**config.mk**
```make
export PLATFORM = sky130hd
export DESIGN_NAME = syscon_unlock_registers_flat
export DESIGN_NICKNAME = d
export VERILOG_FILES = /design/src/rtl/sucr_pkg.sv /design/src/rtl/sucr_item_if.sv /design/src/rtl/sucr_result_if.sv /design/src/rtl/sucr_regs.sv /design/src/rtl/syscon_unlock_registers.sv /design/src/flat_wrapper.sv
export SDC_FILE = /design/constraint.sdc
export NUM_CORES = 1
export LEC_CHECK = 0
export BUFFER_PORTS_ARGS = -buffer_cell sky130_fd_sc_hd__buf_2
export CAP_MARGIN = 20
export CORE_AREA = 2 2 259 261
export CTS_CLUSTER_SIZE = 30
export DETAILED_ROUTE_END_ITERATION = 16
export DIE_AREA = 0 0 261 263
export PLACE_DENSITY = 0.54
export SYNTH_ARGS = -nofsm -noshare
export SYNTH_HDL_FRONTEND = slang
export SYNTH_SLANG_ARGS = --single-unit
```
**constraint.sdc**
```tcl
create_clock -name clk -period 4.3 [get_ports clk]
set_input_delay 0.215 -clock clk [delete_from_list [all_inputs] [get_ports clk]]
set_output_delay 0.215 -clock clk [all_outputs]
set_load 0.01 [all_outputs]
```
**src/rtl/sucr_pkg.sv**
```systemverilog
`default_nettype none

package sucr_pkg;

  localparam int unsigned DATA_W = 32;

  localparam logic [DATA_W-1:0] KEY_FIRST       = 32'hAA99_6655;
  localparam logic [DATA_W-1:0] KEY_SECOND      = 32'h5566_99AA;
  localparam logic [DATA_W-1:0] OSC_CTRL_RESET  = 32'h0145_3320;
  localparam logic [DATA_W-1:0] DEVICE_ID_RESET = 32'h0430_7053;

  localparam int unsigned WR_BIT   = 15;
  localparam int unsigned WREN_BIT = 14;

  localparam logic [3:0] OP_ERASE   = 4'h4;
  localparam logic [3:0] OP_PROGRAM = 4'h1;

  localparam logic CMD_READ  = 1'b0;
  localparam logic CMD_WRITE = 1'b1;

  localparam logic [3:0] IX_OSC_CTRL    = 4'd0;
  localparam logic [3:0] IX_OSC_TUNE    = 4'd1;
  localparam logic [3:0] IX_DEBUG_PORT  = 4'd2;
  localparam logic [3:0] IX_DEV_ID      = 4'd3;
  localparam logic [3:0] IX_SYSKEY      = 4'd4;
  localparam logic [3:0] IX_RESET_CAUSE = 4'd5;
  localparam logic [3:0] IX_SW_RESET    = 4'd6;
  localparam logic [3:0] IX_NVM_CTRL    = 4'd7;
  localparam logic [3:0] IX_NVM_KEY     = 4'd8;
  localparam logic [3:0] IX_NVM_ADDR    = 4'd9;
  localparam logic [3:0] IX_NVM_DATA    = 4'd10;
  localparam logic [3:0] IX_NVM_SRC     = 4'd11;

  typedef enum logic [1:0] {
    WK_ASSIGN = 2'd0,
    WK_CLEAR  = 2'd1,
    WK_SET    = 2'd2,
    WK_INVERT = 2'd3
  } wkind_t;

  typedef enum logic [1:0] {
    STEP_IDLE = 2'd0,
    STEP_KEY1 = 2'd1,
    STEP_KEY2 = 2'd2
  } step_t;

  typedef struct packed {
    logic              command;
    logic [3:0]        reg_index;
    logic [1:0]        write_kind;
    logic [DATA_W-1:0] write_data;
  } item_t;

  typedef struct packed {
    logic [DATA_W-1:0] read_data;
    logic              soft_reset_pulse;
    logic              flash_request;
    logic              flash_kind;
    logic [DATA_W-1:0] flash_address;
    logic [DATA_W-1:0] flash_word;
    logic              unsupported_op;
  } result_t;

endpackage

`default_nettype wire

```
**src/rtl/sucr_item_if.sv**
```systemverilog
`default_nettype none

interface sucr_item_if;
  logic        valid;
  logic        ready;
  logic        command;
  logic [3:0]  reg_index;
  logic [1:0]  write_kind;
  logic [31:0] write_data;

  modport source (output valid, command, reg_index, write_kind, write_data, input ready);
  modport sink (input valid, command, reg_index, write_kind, write_data, output ready);
endinterface

`default_nettype wire

```
**src/rtl/sucr_result_if.sv**
```systemverilog
`default_nettype none

interface sucr_result_if;
  logic        valid;
  logic        ready;
  logic [31:0] read_data;
  logic        soft_reset_pulse;
  logic        flash_request;
  logic        flash_kind;
  logic [31:0] flash_address;
  logic [31:0] flash_word;
  logic        unsupported_op;

  modport source (output valid, read_data, soft_reset_pulse, flash_request, flash_kind,
                  flash_address, flash_word, unsupported_op, input ready);
  modport sink (input valid, read_data, soft_reset_pulse, flash_request, flash_kind,
                flash_address, flash_word, unsupported_op, output ready);
endinterface

`default_nettype wire

```
**src/rtl/sucr_regs.sv**
```systemverilog
`default_nettype none

module sucr_regs (
  input  wire logic                        clk,
  input  wire logic                        rst,
  input  wire logic                        fire,
  input  wire sucr_pkg::item_t             item,
  input  wire logic [sucr_pkg::DATA_W-1:0] device_id,
  output sucr_pkg::result_t                res
);
  import sucr_pkg::*;

  logic [DATA_W-1:0] osc_ctrl;
  logic [DATA_W-1:0] osc_tune;
  logic [DATA_W-1:0] debug_port;
  logic [DATA_W-1:0] syskey;
  logic [DATA_W-1:0] reset_cause;
  logic [DATA_W-1:0] sw_reset;
  logic [DATA_W-1:0] nvm_ctrl;
  logic [DATA_W-1:0] nvm_key;
  logic [DATA_W-1:0] nvm_addr;
  logic [DATA_W-1:0] nvm_data;
  logic [DATA_W-1:0] nvm_src;
  step_t             sys_step;
  step_t             sys_step_next;
  step_t             flash_step;
  step_t             flash_step_next;

  logic [DATA_W-1:0] old_val;
  logic [DATA_W-1:0] wval;
  logic              mapped;
  logic              is_wr;
  logic              nvm_sel;
  logic              key1_hit;

  always_comb begin
    old_val = '0;
    mapped  = 1'b1;
    case (item.reg_index)
      IX_OSC_CTRL:    old_val = osc_ctrl;
      IX_OSC_TUNE:    old_val = osc_tune;
      IX_DEBUG_PORT:  old_val = debug_port;
      IX_DEV_ID:      old_val = device_id;
      IX_SYSKEY:      old_val = syskey;
      IX_RESET_CAUSE: old_val = reset_cause;
      IX_SW_RESET:    old_val = sw_reset;
      IX_NVM_CTRL:    old_val = nvm_ctrl;
      IX_NVM_KEY:     old_val = nvm_key;
      IX_NVM_ADDR:    old_val = nvm_addr;
      IX_NVM_DATA:    old_val = nvm_data;
      IX_NVM_SRC:     old_val = nvm_src;
      default:        mapped = 1'b0;
    endcase

    is_wr   = (item.command == CMD_WRITE);
    nvm_sel = item.reg_index inside {[IX_NVM_CTRL:IX_NVM_SRC]};

    wval = item.write_data;
    if (nvm_sel) begin
      case (wkind_t'(item.write_kind))
        WK_ASSIGN: wval = item.write_data;
        WK_CLEAR:  wval = old_val & ~item.write_data;
        WK_SET:    wval = old_val | item.write_data;
        WK_INVERT: wval = old_val ^ item.write_data;
        default:   wval = item.write_data;
      endcase
    end

    res = '0;
    if (!is_wr && mapped) begin
      res.read_data = old_val;
    end

    sys_step_next = sys_step;
    if (is_wr && item.reg_index == IX_SYSKEY) begin
      case (sys_step)
        STEP_IDLE: sys_step_next = (item.write_data == KEY_FIRST) ? STEP_KEY1 : STEP_IDLE;
        STEP_KEY1: sys_step_next = (item.write_data == KEY_SECOND) ? STEP_KEY2 : STEP_IDLE;
        default:   sys_step_next = STEP_IDLE;
      endcase
    end

    if (is_wr && item.reg_index == IX_SW_RESET && sys_step == STEP_KEY2 &&
        item.write_data[0]) begin
      res.soft_reset_pulse = 1'b1;
    end

    if (is_wr && item.reg_index == IX_NVM_CTRL && flash_step == STEP_KEY2 && wval[WR_BIT]) begin
      if (wval[3:0] == OP_ERASE || wval[3:0] == OP_PROGRAM) begin
        res.flash_request = 1'b1;
        res.flash_kind    = (wval[3:0] == OP_PROGRAM);
        res.flash_address = nvm_addr;
        res.flash_word    = nvm_data;
      end else begin
        res.unsupported_op = 1'b1;
      end
    end

    key1_hit        = 1'b0;
    flash_step_next = STEP_IDLE;
    if (is_wr && item.reg_index == IX_NVM_KEY && nvm_ctrl[WREN_BIT]) begin
      if (wval == KEY_FIRST) begin
        key1_hit        = 1'b1;
        flash_step_next = STEP_KEY1;
      end else if (flash_step == STEP_KEY1 && wval == KEY_SECOND) begin
        flash_step_next = STEP_KEY2;
      end
    end
  end

  always_ff @(posedge clk) begin
    if (rst) begin
      osc_ctrl    <= OSC_CTRL_RESET;
      osc_tune    <= '0;
      debug_port  <= '0;
      syskey      <= '0;
      reset_cause <= '0;
      sw_reset    <= '0;
      nvm_ctrl    <= '0;
      nvm_key     <= '0;
      nvm_addr    <= '0;
      nvm_data    <= '0;
      nvm_src     <= '0;
      sys_step    <= STEP_IDLE;
      flash_step  <= STEP_IDLE;
    end else if (fire) begin
      sys_step   <= sys_step_next;
      flash_step <= flash_step_next;
      if (is_wr) begin
        case (item.reg_index)
          IX_OSC_CTRL:    osc_ctrl    <= wval;
          IX_OSC_TUNE:    osc_tune    <= wval;
          IX_DEBUG_PORT:  debug_port  <= wval;
          IX_SYSKEY:      syskey      <= wval;
          IX_RESET_CAUSE: reset_cause <= wval;
          IX_SW_RESET:    sw_reset    <= wval;
          IX_NVM_CTRL:    nvm_ctrl    <= wval;
          IX_NVM_KEY: begin
            nvm_key <= wval;
            if (key1_hit) begin
              nvm_ctrl[WR_BIT] <= 1'b0;
            end
          end
          IX_NVM_ADDR:    nvm_addr    <= wval;
          IX_NVM_DATA:    nvm_data    <= wval;
          IX_NVM_SRC:     nvm_src     <= wval;
          default:        ;
        endcase
      end else if (item.reg_index == IX_NVM_CTRL) begin
        nvm_ctrl[WR_BIT] <= 1'b0;
      end
    end
  end

  a_pulse_needs_unlock: assert property (@(posedge clk) disable iff (rst)
    (fire && res.soft_reset_pulse) |-> sys_step == STEP_KEY2)
    else $error("Software reset pulse without system unlock.");

  a_flash_seq_breaks: assert property (@(posedge clk) disable iff (rst)
    (fire && !(is_wr && item.reg_index == IX_NVM_KEY)) |=> flash_step == STEP_IDLE)
    else $error("Flash unlock sequence survived an unrelated access.");

  a_ctrl_read_clears_wr: assert property (@(posedge clk) disable iff (rst)
    (fire && !is_wr && item.reg_index == IX_NVM_CTRL) |=> !nvm_ctrl[WR_BIT])
    else $error("Reading flash control left the write bit set.");

  a_idle_holds_steps: assert property (@(posedge clk) disable iff (rst)
    !fire |=> ($stable(sys_step) && $stable(flash_step)))
    else $error("Unlock state changed without an access.");

  a_flash_start_needs_unlock: assert property (@(posedge clk) disable iff (rst)
    (fire && (res.flash_request || res.unsupported_op)) |-> flash_step == STEP_KEY2)
    else $error("Flash start reported without flash unlock.");

endmodule

`default_nettype wire

```
**src/rtl/syscon_unlock_registers.sv**
```systemverilog
// Channel  | Direction | Payload                                          | Handshake
// req      | in        | command, reg_index, write_kind, write_data       | valid/ready
// rsp      | out       | read_data, soft_reset_pulse, flash_request,      | valid/ready
//          |           | flash_kind, flash_address, flash_word,           |
//          |           | unsupported_op                                   |
// cfg      | in        | cfg_wdata (device id)                            | cfg_we
//
// One beat is accepted per cycle while rsp does not stall; the beat is held in the input register,
// then its result is held in the result register and shown on rsp.
// Input and result registers lie around the register logic. Reset is synchronous
// and returns the control registers, valid flags and both unlock sequences to their defaults.
// A stall on rsp holds the result register and backs up into the input register and req.ready.
`default_nettype none

module syscon_unlock_registers (
  input  wire logic    clk,
  input  wire logic    rst,
  sucr_item_if.sink    req,
  sucr_result_if.source rsp,
  input  wire logic    cfg_we,
  input  wire logic [31:0] cfg_wdata
);
  import sucr_pkg::*;

  logic [DATA_W-1:0] device_id;
  logic              s1_valid;
  item_t             s1_item;
  logic              out_valid;
  result_t           out_res;
  result_t           res;
  logic              advance;
  logic              fire;
  logic              accept;

  assign advance   = !out_valid || rsp.ready;
  assign fire      = s1_valid && advance;
  assign req.ready = !s1_valid || advance;
  assign accept    = req.valid && req.ready;

  always_ff @(posedge clk) begin
    if (rst) begin
      device_id <= DEVICE_ID_RESET;
    end else if (cfg_we) begin
      device_id <= cfg_wdata;
    end
  end

  always_ff @(posedge clk) begin
    if (rst) begin
      s1_valid <= 1'b0;
    end else if (accept) begin
      s1_valid <= 1'b1;
    end else if (fire) begin
      s1_valid <= 1'b0;
    end
  end

  always_ff @(posedge clk) begin
    if (accept) begin
      s1_item.command    <= req.command;
      s1_item.reg_index  <= req.reg_index;
      s1_item.write_kind <= req.write_kind;
      s1_item.write_data <= req.write_data;
    end
  end

  sucr_regs u_regs (
    .clk       (clk),
    .rst       (rst),
    .fire      (fire),
    .item      (s1_item),
    .device_id (device_id),
    .res       (res)
  );

  always_ff @(posedge clk) begin
    if (rst) begin
      out_valid <= 1'b0;
    end else if (fire) begin
      out_valid <= 1'b1;
    end else if (rsp.ready) begin
      out_valid <= 1'b0;
    end
  end

  always_ff @(posedge clk) begin
    if (fire) begin
      out_res <= res;
    end
  end

  assign rsp.valid            = out_valid;
  assign rsp.read_data        = out_res.read_data;
  assign rsp.soft_reset_pulse = out_res.soft_reset_pulse;
  assign rsp.flash_request    = out_res.flash_request;
  assign rsp.flash_kind       = out_res.flash_kind;
  assign rsp.flash_address    = out_res.flash_address;
  assign rsp.flash_word       = out_res.flash_word;
  assign rsp.unsupported_op   = out_res.unsupported_op;

endmodule

`default_nettype wire

```
**src/flat_wrapper.sv**
```systemverilog
// flat-port wrapper written by rule: the top's interface ports become plain ports
module syscon_unlock_registers_flat import sucr_pkg::*;
  (clk, rst, cfg_we, cfg_wdata, req_valid, req_command, req_reg_index, req_write_kind, req_write_data, req_ready, rsp_valid, rsp_read_data, rsp_soft_reset_pulse, rsp_flash_request, rsp_flash_kind, rsp_flash_address, rsp_flash_word, rsp_unsupported_op, rsp_ready);
  sucr_item_if req_i ();
  sucr_result_if rsp_i ();
  input  wire logic clk;
  input  wire logic rst;
  input  wire logic cfg_we;
  input  wire logic [31:0] cfg_wdata;
  input wire logic [$bits(req_i.valid)-1:0] req_valid;
  input wire logic [$bits(req_i.command)-1:0] req_command;
  input wire logic [$bits(req_i.reg_index)-1:0] req_reg_index;
  input wire logic [$bits(req_i.write_kind)-1:0] req_write_kind;
  input wire logic [$bits(req_i.write_data)-1:0] req_write_data;
  output wire logic [$bits(req_i.ready)-1:0] req_ready;
  output wire logic [$bits(rsp_i.valid)-1:0] rsp_valid;
  output wire logic [$bits(rsp_i.read_data)-1:0] rsp_read_data;
  output wire logic [$bits(rsp_i.soft_reset_pulse)-1:0] rsp_soft_reset_pulse;
  output wire logic [$bits(rsp_i.flash_request)-1:0] rsp_flash_request;
  output wire logic [$bits(rsp_i.flash_kind)-1:0] rsp_flash_kind;
  output wire logic [$bits(rsp_i.flash_address)-1:0] rsp_flash_address;
  output wire logic [$bits(rsp_i.flash_word)-1:0] rsp_flash_word;
  output wire logic [$bits(rsp_i.unsupported_op)-1:0] rsp_unsupported_op;
  input wire logic [$bits(rsp_i.ready)-1:0] rsp_ready;
  assign req_i.valid = req_valid;
  assign req_i.command = req_command;
  assign req_i.reg_index = req_reg_index;
  assign req_i.write_kind = req_write_kind;
  assign req_i.write_data = req_write_data;
  assign req_ready = req_i.ready;
  assign rsp_valid = rsp_i.valid;
  assign rsp_read_data = rsp_i.read_data;
  assign rsp_soft_reset_pulse = rsp_i.soft_reset_pulse;
  assign rsp_flash_request = rsp_i.flash_request;
  assign rsp_flash_kind = rsp_i.flash_kind;
  assign rsp_flash_address = rsp_i.flash_address;
  assign rsp_flash_word = rsp_i.flash_word;
  assign rsp_unsupported_op = rsp_i.unsupported_op;
  assign rsp_i.ready = rsp_ready;
  syscon_unlock_registers u_core (.clk(clk), .rst(rst), .req(req_i), .rsp(rsp_i), .cfg_we(cfg_we), .cfg_wdata(cfg_wdata));
endmodule
```
==> impl_metrics.yaml, run 1 <==
status:
  status: "finished clean"
cts:
  clock_sinks: 529
  cts_tree: "built"
  clockBufferDepth: 3
  cts_inserted_buffers: 58
  ctsResizeCount: 0
  cts_root_buf: "clkbuf_16"
  htreeDepth: 2
  postCtsSetupBuffers: 0
  path_clk_slew_ns: 0.07
  clk_latency_ns: 0.63
final_layout:
  final_common_cell: "nor2_1"
  syn_to_final_growth_pct: 21.7
  fin_nets: 2905
  antenna_cells: 0
  final_area_um2: 27800
  layout_common_cells: "nor2_1, dfxtp_1, a21oi_1, buf_2, edfxtp_1"
  drive_above_1_share_pct: 15.0
  num-fill-cells: 6480
die:
  ios: 178
  rows: 94
  die_w_um: 261
  die_height_um: 263
  core-area_um2: 65600
  fp.dieArea_um2: 68600
  start_util_pct: 34.9
global_routing:
  grtUsageMet2_pct: 34.1
  grt_pass1_wl_um: 116000
  grtUsageTotal_pct: 22.4
  grt_overflow: 0
  use_met3_pct: 4.45
  grt.busiest_layer: "met2"
  grt_pass1_vias: 18500
  grt_max_degree: 161
  antenna_found_initial: 0
  use_met1_pct: 31.8
drt:
  first_pass_iters: 9
  via_per_inst: 5.33
  drc_errors: 0
  drt_iter0_drc: 1879
  wl_per_cell_um: 21.6
  drtAntennaViolNets: 0
  vias: 19600
  wl_um: 79400
sta:
  tns_ns: 0
  final.period_utilization_pct: 98.6
  grt_setup_unrepaired: "false"
  final.setup_skew_ns: 0.0276
  worst_pin_slew_ns: 1.16
  holdWs_ns: 0.0528
  hold_violations: 0
  finalWorstSetupSlack_ns: 0.0601
  slew_headroom_pct: 22.8
  setup_violations: 0
  period_needed_ns: 4.24
  max_freq_ghz: 0.236
  slew_violations: 0
placed_design:
  io_buffer_count: 177
  gp_congestion: 0.863
  postPlaceCellArea_um2: 25100
  hpwl_um: 52900
  pre_cts_slack_ns: 0.271
yosys:
  syn_area_um2: 22900
  ys.flop_type: "dfxtp_1"
  syn-num-nets: 2697
  synth-edff-count: 139
  synth_area_leaders: "dfxtp_1, edfxtp_1, nor2_1, a21oi_1, ha_1"
  syn_inst: 2557
  synth_seq_cells: 529
  synth.largest_area_cell: "dfxtp_1"
  ys_seq_area_share_pct: 52.4
  yosys_warnings: 0
  synth_top_area_share_pct: 34.1
  async_flop_share_pct: 0
  synth_cell_types: 56
  synth_area_per_cell_um2: 8.95
worst_hold_path:
  min_path_type: "input pin to flip-flop"
  hold_depth: 2
setup_path:
  cp.arrival_ns: 4.76
  crit_path_start_kind: "flip-flop"
  endpoint: "u_core.u_regs.nvm_ctrl[15]"
  r2r-end: "u_core.u_regs.nvm_ctrl[15]"
  worstRegToRegCells: 13
  startpoint: "u_core.s1_item[35]"
  r2r_start: "u_core.s1_item[35]"
  crit_required_ns: 4.82
  cp-end-kind: "flip-flop"
  critPathMaxFanout: 11
  regToRegSetupSlack_ns: 0.06
  crit_type: "flip-flop to flip-flop"
power:
  power_density_nw_per_um2: 406
  ir_drop_mv: 0.295
  p_leak_uw: 0.0112
flow_run:
  max_cap_violations: 0
-- registers in the layout, indices dropped and copies added (netlist names) --
register	cells
u_core.rsp.unsupported_op	1
u_core.s1_valid	1
u_core.u_regs.flash_step	2
u_core.u_regs.nvm_addr	32
u_core.u_regs.debug_port	32
u_core.u_regs.nvm_src	32
u_core.u_regs.osc_tune	32
u_core.rsp.valid	1
u_core.u_regs.sys_step	2
u_core.rsp.flash_kind	1
u_core.s1_item	39
u_core.u_regs.reset_cause	32
u_core.u_regs.nvm_key	32
u_core.u_regs.nvm_ctrl	32
u_core.device_id	32
u_core.u_regs.syskey	32
u_core.rsp.flash_request	1
u_core.rsp.flash_word	32
u_core.u_regs.nvm_data	32
u_core.rsp.flash_address	32
u_core.u_regs.osc_ctrl	32
u_core.rsp.read_data	32
u_core.u_regs.sw_reset	32
u_core.rsp.soft_reset_pulse	1
-- metrics by stage --
stage | instances | power, uW | util, %
finish | 3679 | 11300 | 42.4
global route | 3679 | 11700 | 42.4
CTS | 3678 | 11400 | 42.4
detailed placement | 3494 | 6190 | 38.2
global placement | 3494 | 6180 | 38.2
floorplan | 2557 | 5800 | -
-- worst min path at each step --
stage                        from                 end  slack, ns
6_report                      rst     u_core.s1_valid       0.05
5_1_grt                       rst     u_core.s1_valid       0.15
4_1_cts                       rst     u_core.s1_valid       0.14
3_5_place_dp    req_write_kind[0]  u_core.s1_item[32]       0.39
3_3_place_gp   req_write_data[23]  u_core.s1_item[23]       0.40
2_1_floorplan   req_write_data[0]   u_core.s1_item[0]       0.31
-- repair_timing --
action                     CTS  global route
hold buffers                74             0
setup endpoints to repair    0             0
hold endpoints to repair    73             0
-- worst max-delay path, cell delays in order (launching register included) --
cell	delay [ns]
edfxtp_1	0.61
nor4bb_4	0.69
buf_4	0.30
buf_4	0.17
a22o_1	0.13
a221oi_1	0.04
and3_1	0.30
ha_1	0.35
mux2i_1	0.15
o22ai_1	0.15
nor4_1	0.64
a41o_1	0.30
and4_1	0.21
a21oi_1	0.07
-- metal layers --
layer	vias up	wire (um)
met4	0	2280
met5	-	0
li1	9252	-
met1	9482	36400
met3	122	5950
met2	743	34700
-- area by class of cell --
cell class	instances	area [um2]	share of cell area, %
sequential	529	12000	43.1
multi-input combinational	1744	9880	35.5
timing repair buffer	366	2650	9.52
clock buffer	82	1700	6.10
tap	864	1080	3.88
clock inverter	28	284	1.02
inverter	66	250	0.899
-- power by group --
| part | internal (uW) | leakage [uW] | switching [uW] | total [uW] |
|---|---|---|---|---|
| registers | 5210 | 0.00441 | 77.6 | 5290 |
| clock network | 3050 | 0.000984 | 2110 | 5160 |
| logic | 295 | 0.00584 | 563 | 858 |
-- synthesized netlist by cell type (2+ instances only) --
library cell and count:
nand2b_1 3, nor3b_1 3, buf_2 18, edfxtp_1 139, o22a_1 8, a211o_1 19, clkbuf_1 185, nor2_1 765
nor3_1 21, and4b_1 2, dfxtp_1 390, and3b_1 3, and2_1 66, buf_1 4, nand3_1 4, nor2b_1 14
a221oi_1 42, o21ai_0 2, nand4b_1 6, a22oi_1 78, nor4b_2 2, nand2_1 32, o22ai_1 24, nor4b_1 5
a21oi_1 349, nor4_1 14, clkbuf_2 5, and3_1 14, ha_1 64, and4_1 3, nor4bb_1 3, buf_4 5
nand4_1 24, mux2i_1 76, a22o_1 72, mux2_2 8, inv_1 66
-- cell families after synthesis --
family | after synthesis | share of synthesized area (%)
multiplexers | 86 | 3.88
AO/OA/AOI/OAI | 604 | 16.7
buffers and inverters | 284 | 4.90
flip-flops | 529 | 52.4
adder cells (fa/ha/maj) | 64 | 3.50
AND/OR/NAND/NOR | 989 | 18.6
XOR/XNOR | 1 | 0.0383
Power figures use the tool's default switching activity.
==> run 2: changes to the inputs <==
Settings changed: CORE_AREA 2 2 259 261 to 2 2 217 219, DIE_AREA 0 0 261 263 to 0 0 219 221, PLACE_DENSITY 0.54 to 0.71.
==> impl_metrics.yaml, run 2 (synthesis gave the netlist of run 1 again) <==
cts:
  htreeDepth: 2
  clk_latency_ns: 0.62
  clockBufferDepth: 3
  cts_tree: "built"
  cts_root_buf: "clkbuf_16"
  path_clk_slew_ns: 0.07
  cts_inserted_buffers: 54
  clock_sinks: 529
  postCtsSetupBuffers: 0
die:
  ios: 178
  die_height_um: 221
  die_w_um: 219
  fp.dieArea_um2: 48400
  core-area_um2: 46100
  rows: 79
  start_util_pct: 49.7
drt:
  first_pass_iters: 6
  via_per_inst: 5.92
  wl_per_cell_um: 21.8
  drt_iter0_drc: 2379
  drtAntennaViolNets: 0
  dr_wl_met2_um: 33800
  wl_met3_um: 6380
  vias: 20100
  drt-met1-wl_um: 31300
  wl_um: 74000
  maxUsedRoutingLayer: "met4"
  drc_errors: 0
setup_path:
  crit_family: "simple AND/OR/NAND/NOR gates"
  crit_path_start_kind: "flip-flop"
  crit_top_cell: "buf_4"
  critPathMaxFanout: 12
  critPathMaxStageDelay_ns: 0.58
  cp-end-kind: "flip-flop"
  cp.arrival_ns: 4.55
  regToRegSetupSlack_ns: 0.25
  path_buf_inv: 2
  cp_slowest_cell: "o41ai_1"
  cp_cell_sequence: "buf_4 > nor4bb_4 > buf_4 > a22o_1 > a221oi_1 > and3_1 > ha_1 > mux2i_1 > o22ai_1 > nand4b_1 > o41ai_1 > and4_1 > a21oi_1"
  crit_required_ns: 4.81
  crit_type: "flip-flop to flip-flop"
sta:
  slew_headroom_pct: 31.6
  grt_setup_unrepaired: "false"
  slew_violations: 0
  final.period_utilization_pct: 94.1
  hold_violations: 0
  setup_violations: 0
  holdWs_ns: 0.0299
  tns_ns: 0
  final.setup_skew_ns: 0.0234
  period_needed_ns: 4.05
  max_freq_ghz: 0.247
  worst_pin_slew_ns: 1.03
global_routing:
  grt_max_degree: 212
  grt_pass1_wl_um: 111000
  grt_pass1_vias: 18900
  grtUsageTotal_pct: 29.8
  grt_overflow: 0
  antenna_found_initial: 0
flow_run:
  max_cap_violations: 0
placed_design:
  hpwl_um: 47900
  gp_congestion: 0.940
  postPlaceCellArea_um2: 24600
  io_buffer_count: 177
  dp.cells: 3220
final_layout:
  layout_common_cells: "nor2_1, dfxtp_1, a21oi_1, buf_2, edfxtp_1"
  regMostFlops: "u_core.s1_item"
  largest_reg_flops: 39
  fin_nets: 2883
  finalNonFillerCells: 3396
  final_common_cell: "nor2_1"
  num-fill-cells: 3993
  final_area_um2: 27000
  antenna_cells: 0
  multiInputGateArea_um2: 9890
  syn_to_final_growth_pct: 18.2
  regArea_um2: 12000
  drive_above_1_share_pct: 13.7
power:
  p_leak_uw: 0.0109
  power_density_nw_per_um2: 392
  ir_drop_mv: 0.289
worst_hold_path:
  min_path_type: "input pin to flip-flop"
status:
  status: "finished clean"
run 2: cell count changes in the layout (fill, tap and decap cells not counted), moves of 2 or more:
cell,delta
clkbuf_1,+13
inv_6,-3
buf_12,-2
bufinv_16,-4
clkinv_2,-6
clkbuf_16,-6
clkinv_1,+2
buf_4,-16
clkbuf_8,-6
run 2: power by group:
part           total, uW  switching (uW)  internal (uW)
clock               4470            1990           2480
sequential          5290            78.2           5210
combinational        836             548            288
run 2: worst paths after layout:
kind,from,to,depth (start not counted)
worst min-delay path,rst,u_core.rsp.valid,2
worst min register to register,u_core.u_regs.osc_ctrl[13],u_core.u_regs.osc_ctrl[13],1
worst max register to register,u_core.s1_item[37],u_core.u_regs.nvm_ctrl[15],13
worst max-delay path,u_core.s1_item[37],u_core.u_regs.nvm_ctrl[15],13
run 2: metal layers:
metal  track usage (%)  up-vias
li1                  -     9201
met1              41.4     9720
met2              46.5     1031
met3              4.62      153
met4              11.7        0
met5                 0        -
run 2: layout make-up:
class | count | share of cell area (%)
clock buffers | 82 | 5.58
clock inverters | 20 | 0.556
inverters | 66 | 0.926
multi-input cells | 1744 | 36.6
flip-flops and latches | 529 | 44.3
well taps | 607 | 2.81
repair buffers | 348 | 9.21
run 2: through the flow:
| stage | total power [uW] | setup slack, ns | util (%) |
|---|---|---|---|
| 3_5_place_dp | 6160 | 0.242 | 53.5 |
| 3_3_place_gp | 6140 | 0.370 | 53.5 |
| 2_1_floorplan | 5800 | 0.650 | - |
| 6_report | 10600 | 0.254 | 58.7 |
| 5_1_grt | 10900 | 0.0361 | 58.7 |
| 4_1_cts | 10600 | 0.197 | 58.7 |
run 2: repair_timing:
action / CTS / global route
hold endpoints to repair: 73 / 0
endpoints found under the setup margin: 0 / 1
hold buffers: 74 / 0
resized for setup: 0 / 1
==> run 3: changes to the inputs <==
Settings changed: CORE_AREA 2 2 217 219 to 2 2 243 245, DIE_AREA 0 0 219 221 to 0 0 245 247, PLACE_DENSITY 0.71 to 0.59.
==> impl_metrics.yaml, run 3 (synthesis gave the netlist of run 1 again) <==
sta:
  period_needed_ns: 4.09
  max_freq_ghz: 0.244
  tns_ns: 0
  setup_violations: 0
  grt_setup_unrepaired: "false"
  slew_headroom_pct: 29.4
  hold_violations: 0
  final.period_utilization_pct: 95.1
  slew_violations: 0
  worst_pin_slew_ns: 1.06
  final.setup_skew_ns: 0.0113
power:
  switching_share_pct: 24.8
  ir_drop_mv: 0.271
  comb_power_share_pct: 7.9
  power_density_nw_per_um2: 397
  p_leak_uw: 0.0111
  power.share.clock_pct: 43.7
  seq_power_share_pct: 48.5
  p_int_uw: 8220
  p_sw_uw: 2710
die:
  ios: 178
  rows: 89
  die_w_um: 245
  fp.dieArea_um2: 60500
  start_util_pct: 39.3
  die_height_um: 247
  core-area_um2: 58200
setup_path:
  cp.arrival_ns: 4.60
  crit_required_ns: 4.81
  cp_slowest_cell: "edfxtp_1"
  regToRegSetupSlack_ns: 0.21
  crit_family: "simple AND/OR/NAND/NOR gates"
  crit_top_cell: "buf_4"
  cp-end-kind: "flip-flop"
  worstRegToRegCells: 15
  path_depth: 15
  path_buf_inv: 4
  crit_type: "flip-flop to flip-flop"
  cp_cell_sequence: "buf_4 > nor4b_2 > buf_12 > buf_4 > a22o_1 > a221oi_1 > and3_1 > ha_1 > mux2i_1 > o22ai_1 > nor4_1 > buf_4 > a41o_1 > and4_1 > a21oi_1"
  critPathMaxFanout: 10
  crit_path_start_kind: "flip-flop"
  critPathMaxStageDelay_ns: 0.53
drt:
  drc_errors: 0
  vias: 19800
  drt_iter0_drc: 2094
  wl_um: 78700
  via_per_inst: 5.53
  drtAntennaViolNets: 0
  wl_per_cell_um: 22.0
  first_pass_iters: 5
global_routing:
  grt_overflow: 0
  grtUsageTotal_pct: 25.4
  grt_max_degree: 186
  antenna_found_initial: 0
  grt_pass1_wl_um: 116000
  grt_pass1_vias: 18400
cts:
  clock_sinks: 529
  cts_tree: "built"
  cts_root_buf: "clkbuf_16"
  cts_inserted_buffers: 56
  clk_latency_ns: 0.62
  htreeDepth: 2
  clockBufferDepth: 3
  path_clk_slew_ns: 0.06
final_layout:
  regArea_um2: 12000
  syn_to_final_growth_pct: 20.3
  antenna_cells: 0
  finalNonFillerCells: 3574
  multiInputGateArea_um2: 9900
  layout_common_cells: "nor2_1, dfxtp_1, a21oi_1, buf_2, edfxtp_1"
  final_common_cell: "nor2_1"
  num-fill-cells: 5499
  fin_nets: 2893
  regMostFlops: "u_core.s1_item"
  largest_reg_flops: 39
  drive_above_1_share_pct: 14.6
status:
  status: "finished clean"
placed_design:
  io_buffer_count: 177
  hpwl_um: 52000
  dp.cells: 3391
  gp_congestion: 0.967
flow_run:
  max_cap_violations: 0
worst_hold_path:
  hold_depth: 2
  min_path_type: "input pin to flip-flop"
run 3: what timing repair did:
item,in CTS,in global routing
endpoints found under the setup margin,0,66
setup buffers,0,3
resized for setup,0,3
endpoints found under the hold margin,73,0
hold buffers,74,0
run 3: stage by stage:
| stage | hold WS (ns) | setup slack (ns) | power (uW) | instance area [um2] | util, % |
|---|---|---|---|---|---|
| after global routing | 0.0858 | 0.0537 | 11300 | 27500 | 47.2 |
| after floorplan | 0.314 | 0.650 | 5800 | 22900 | - |
| after global placement | 0.394 | 0.290 | 6180 | 24900 | 42.8 |
| after detailed placement | 0.393 | 0.215 | 6190 | 24900 | 42.8 |
| after CTS | 0.0832 | 0.186 | 11000 | 27500 | 47.2 |
| final | 0.0681 | 0.209 | 10900 | 27500 | 47.2 |
run 3: worst register-to-register path, cell delays in order, from the launching register on:
cell and delay [ns]:
edfxtp_1 0.53, buf_4 0.21, nor4b_2 0.49, buf_12 0.22
buf_4 0.17, a22o_1 0.13, a221oi_1 0.04, and3_1 0.30
ha_1 0.34, mux2i_1 0.16, o22ai_1 0.19, nor4_1 0.52
buf_4 0.19, a41o_1 0.21, and4_1 0.20, a21oi_1 0.07
run 3: final timing paths:
| path | start | to |
|---|---|---|
| setup reg to reg | u_core.s1_item[36] | u_core.u_regs.nvm_ctrl[15] |
| hold / removal | rst | u_core.rsp.valid |
| setup / recovery | u_core.s1_item[36] | u_core.u_regs.nvm_ctrl[15] |
| hold reg to reg | u_core.u_regs.osc_ctrl[12] | u_core.u_regs.osc_ctrl[12] |
run 3: power by group through the flow:
stage | sequential (uW) | combinational [uW] | clock, uW
finish | 5290 | 857 | 4770
detailed placement | 5400 | 791 | 0
global placement | 5400 | 779 | 0
floorplan | 5390 | 415 | 0
global route | 5300 | 915 | 5060
CTS | 5290 | 848 | 4850
run 3: area by class of cell:
type,instances,share of cell area (%)
flip-flops and latches,529,43.5
multi-input cells,1744,36.0
repair buffers,356,9.45
clock buffers,76,5.78
well taps,773,3.52
inverters,66,0.910
clock inverters,30,0.805
run 3: metal layers:
| metal | up-vias | GRT usage, % | routed length [um] |
|---|---|---|---|
| li1 | 9235 | - | - |
| met1 | 9611 | 36.1 | 35900 |
| met2 | 791 | 38.4 | 34200 |
| met3 | 122 | 5.21 | 6450 |
| met4 | 0 | 8.30 | 2220 |
| met5 | - | 0 | 0 |
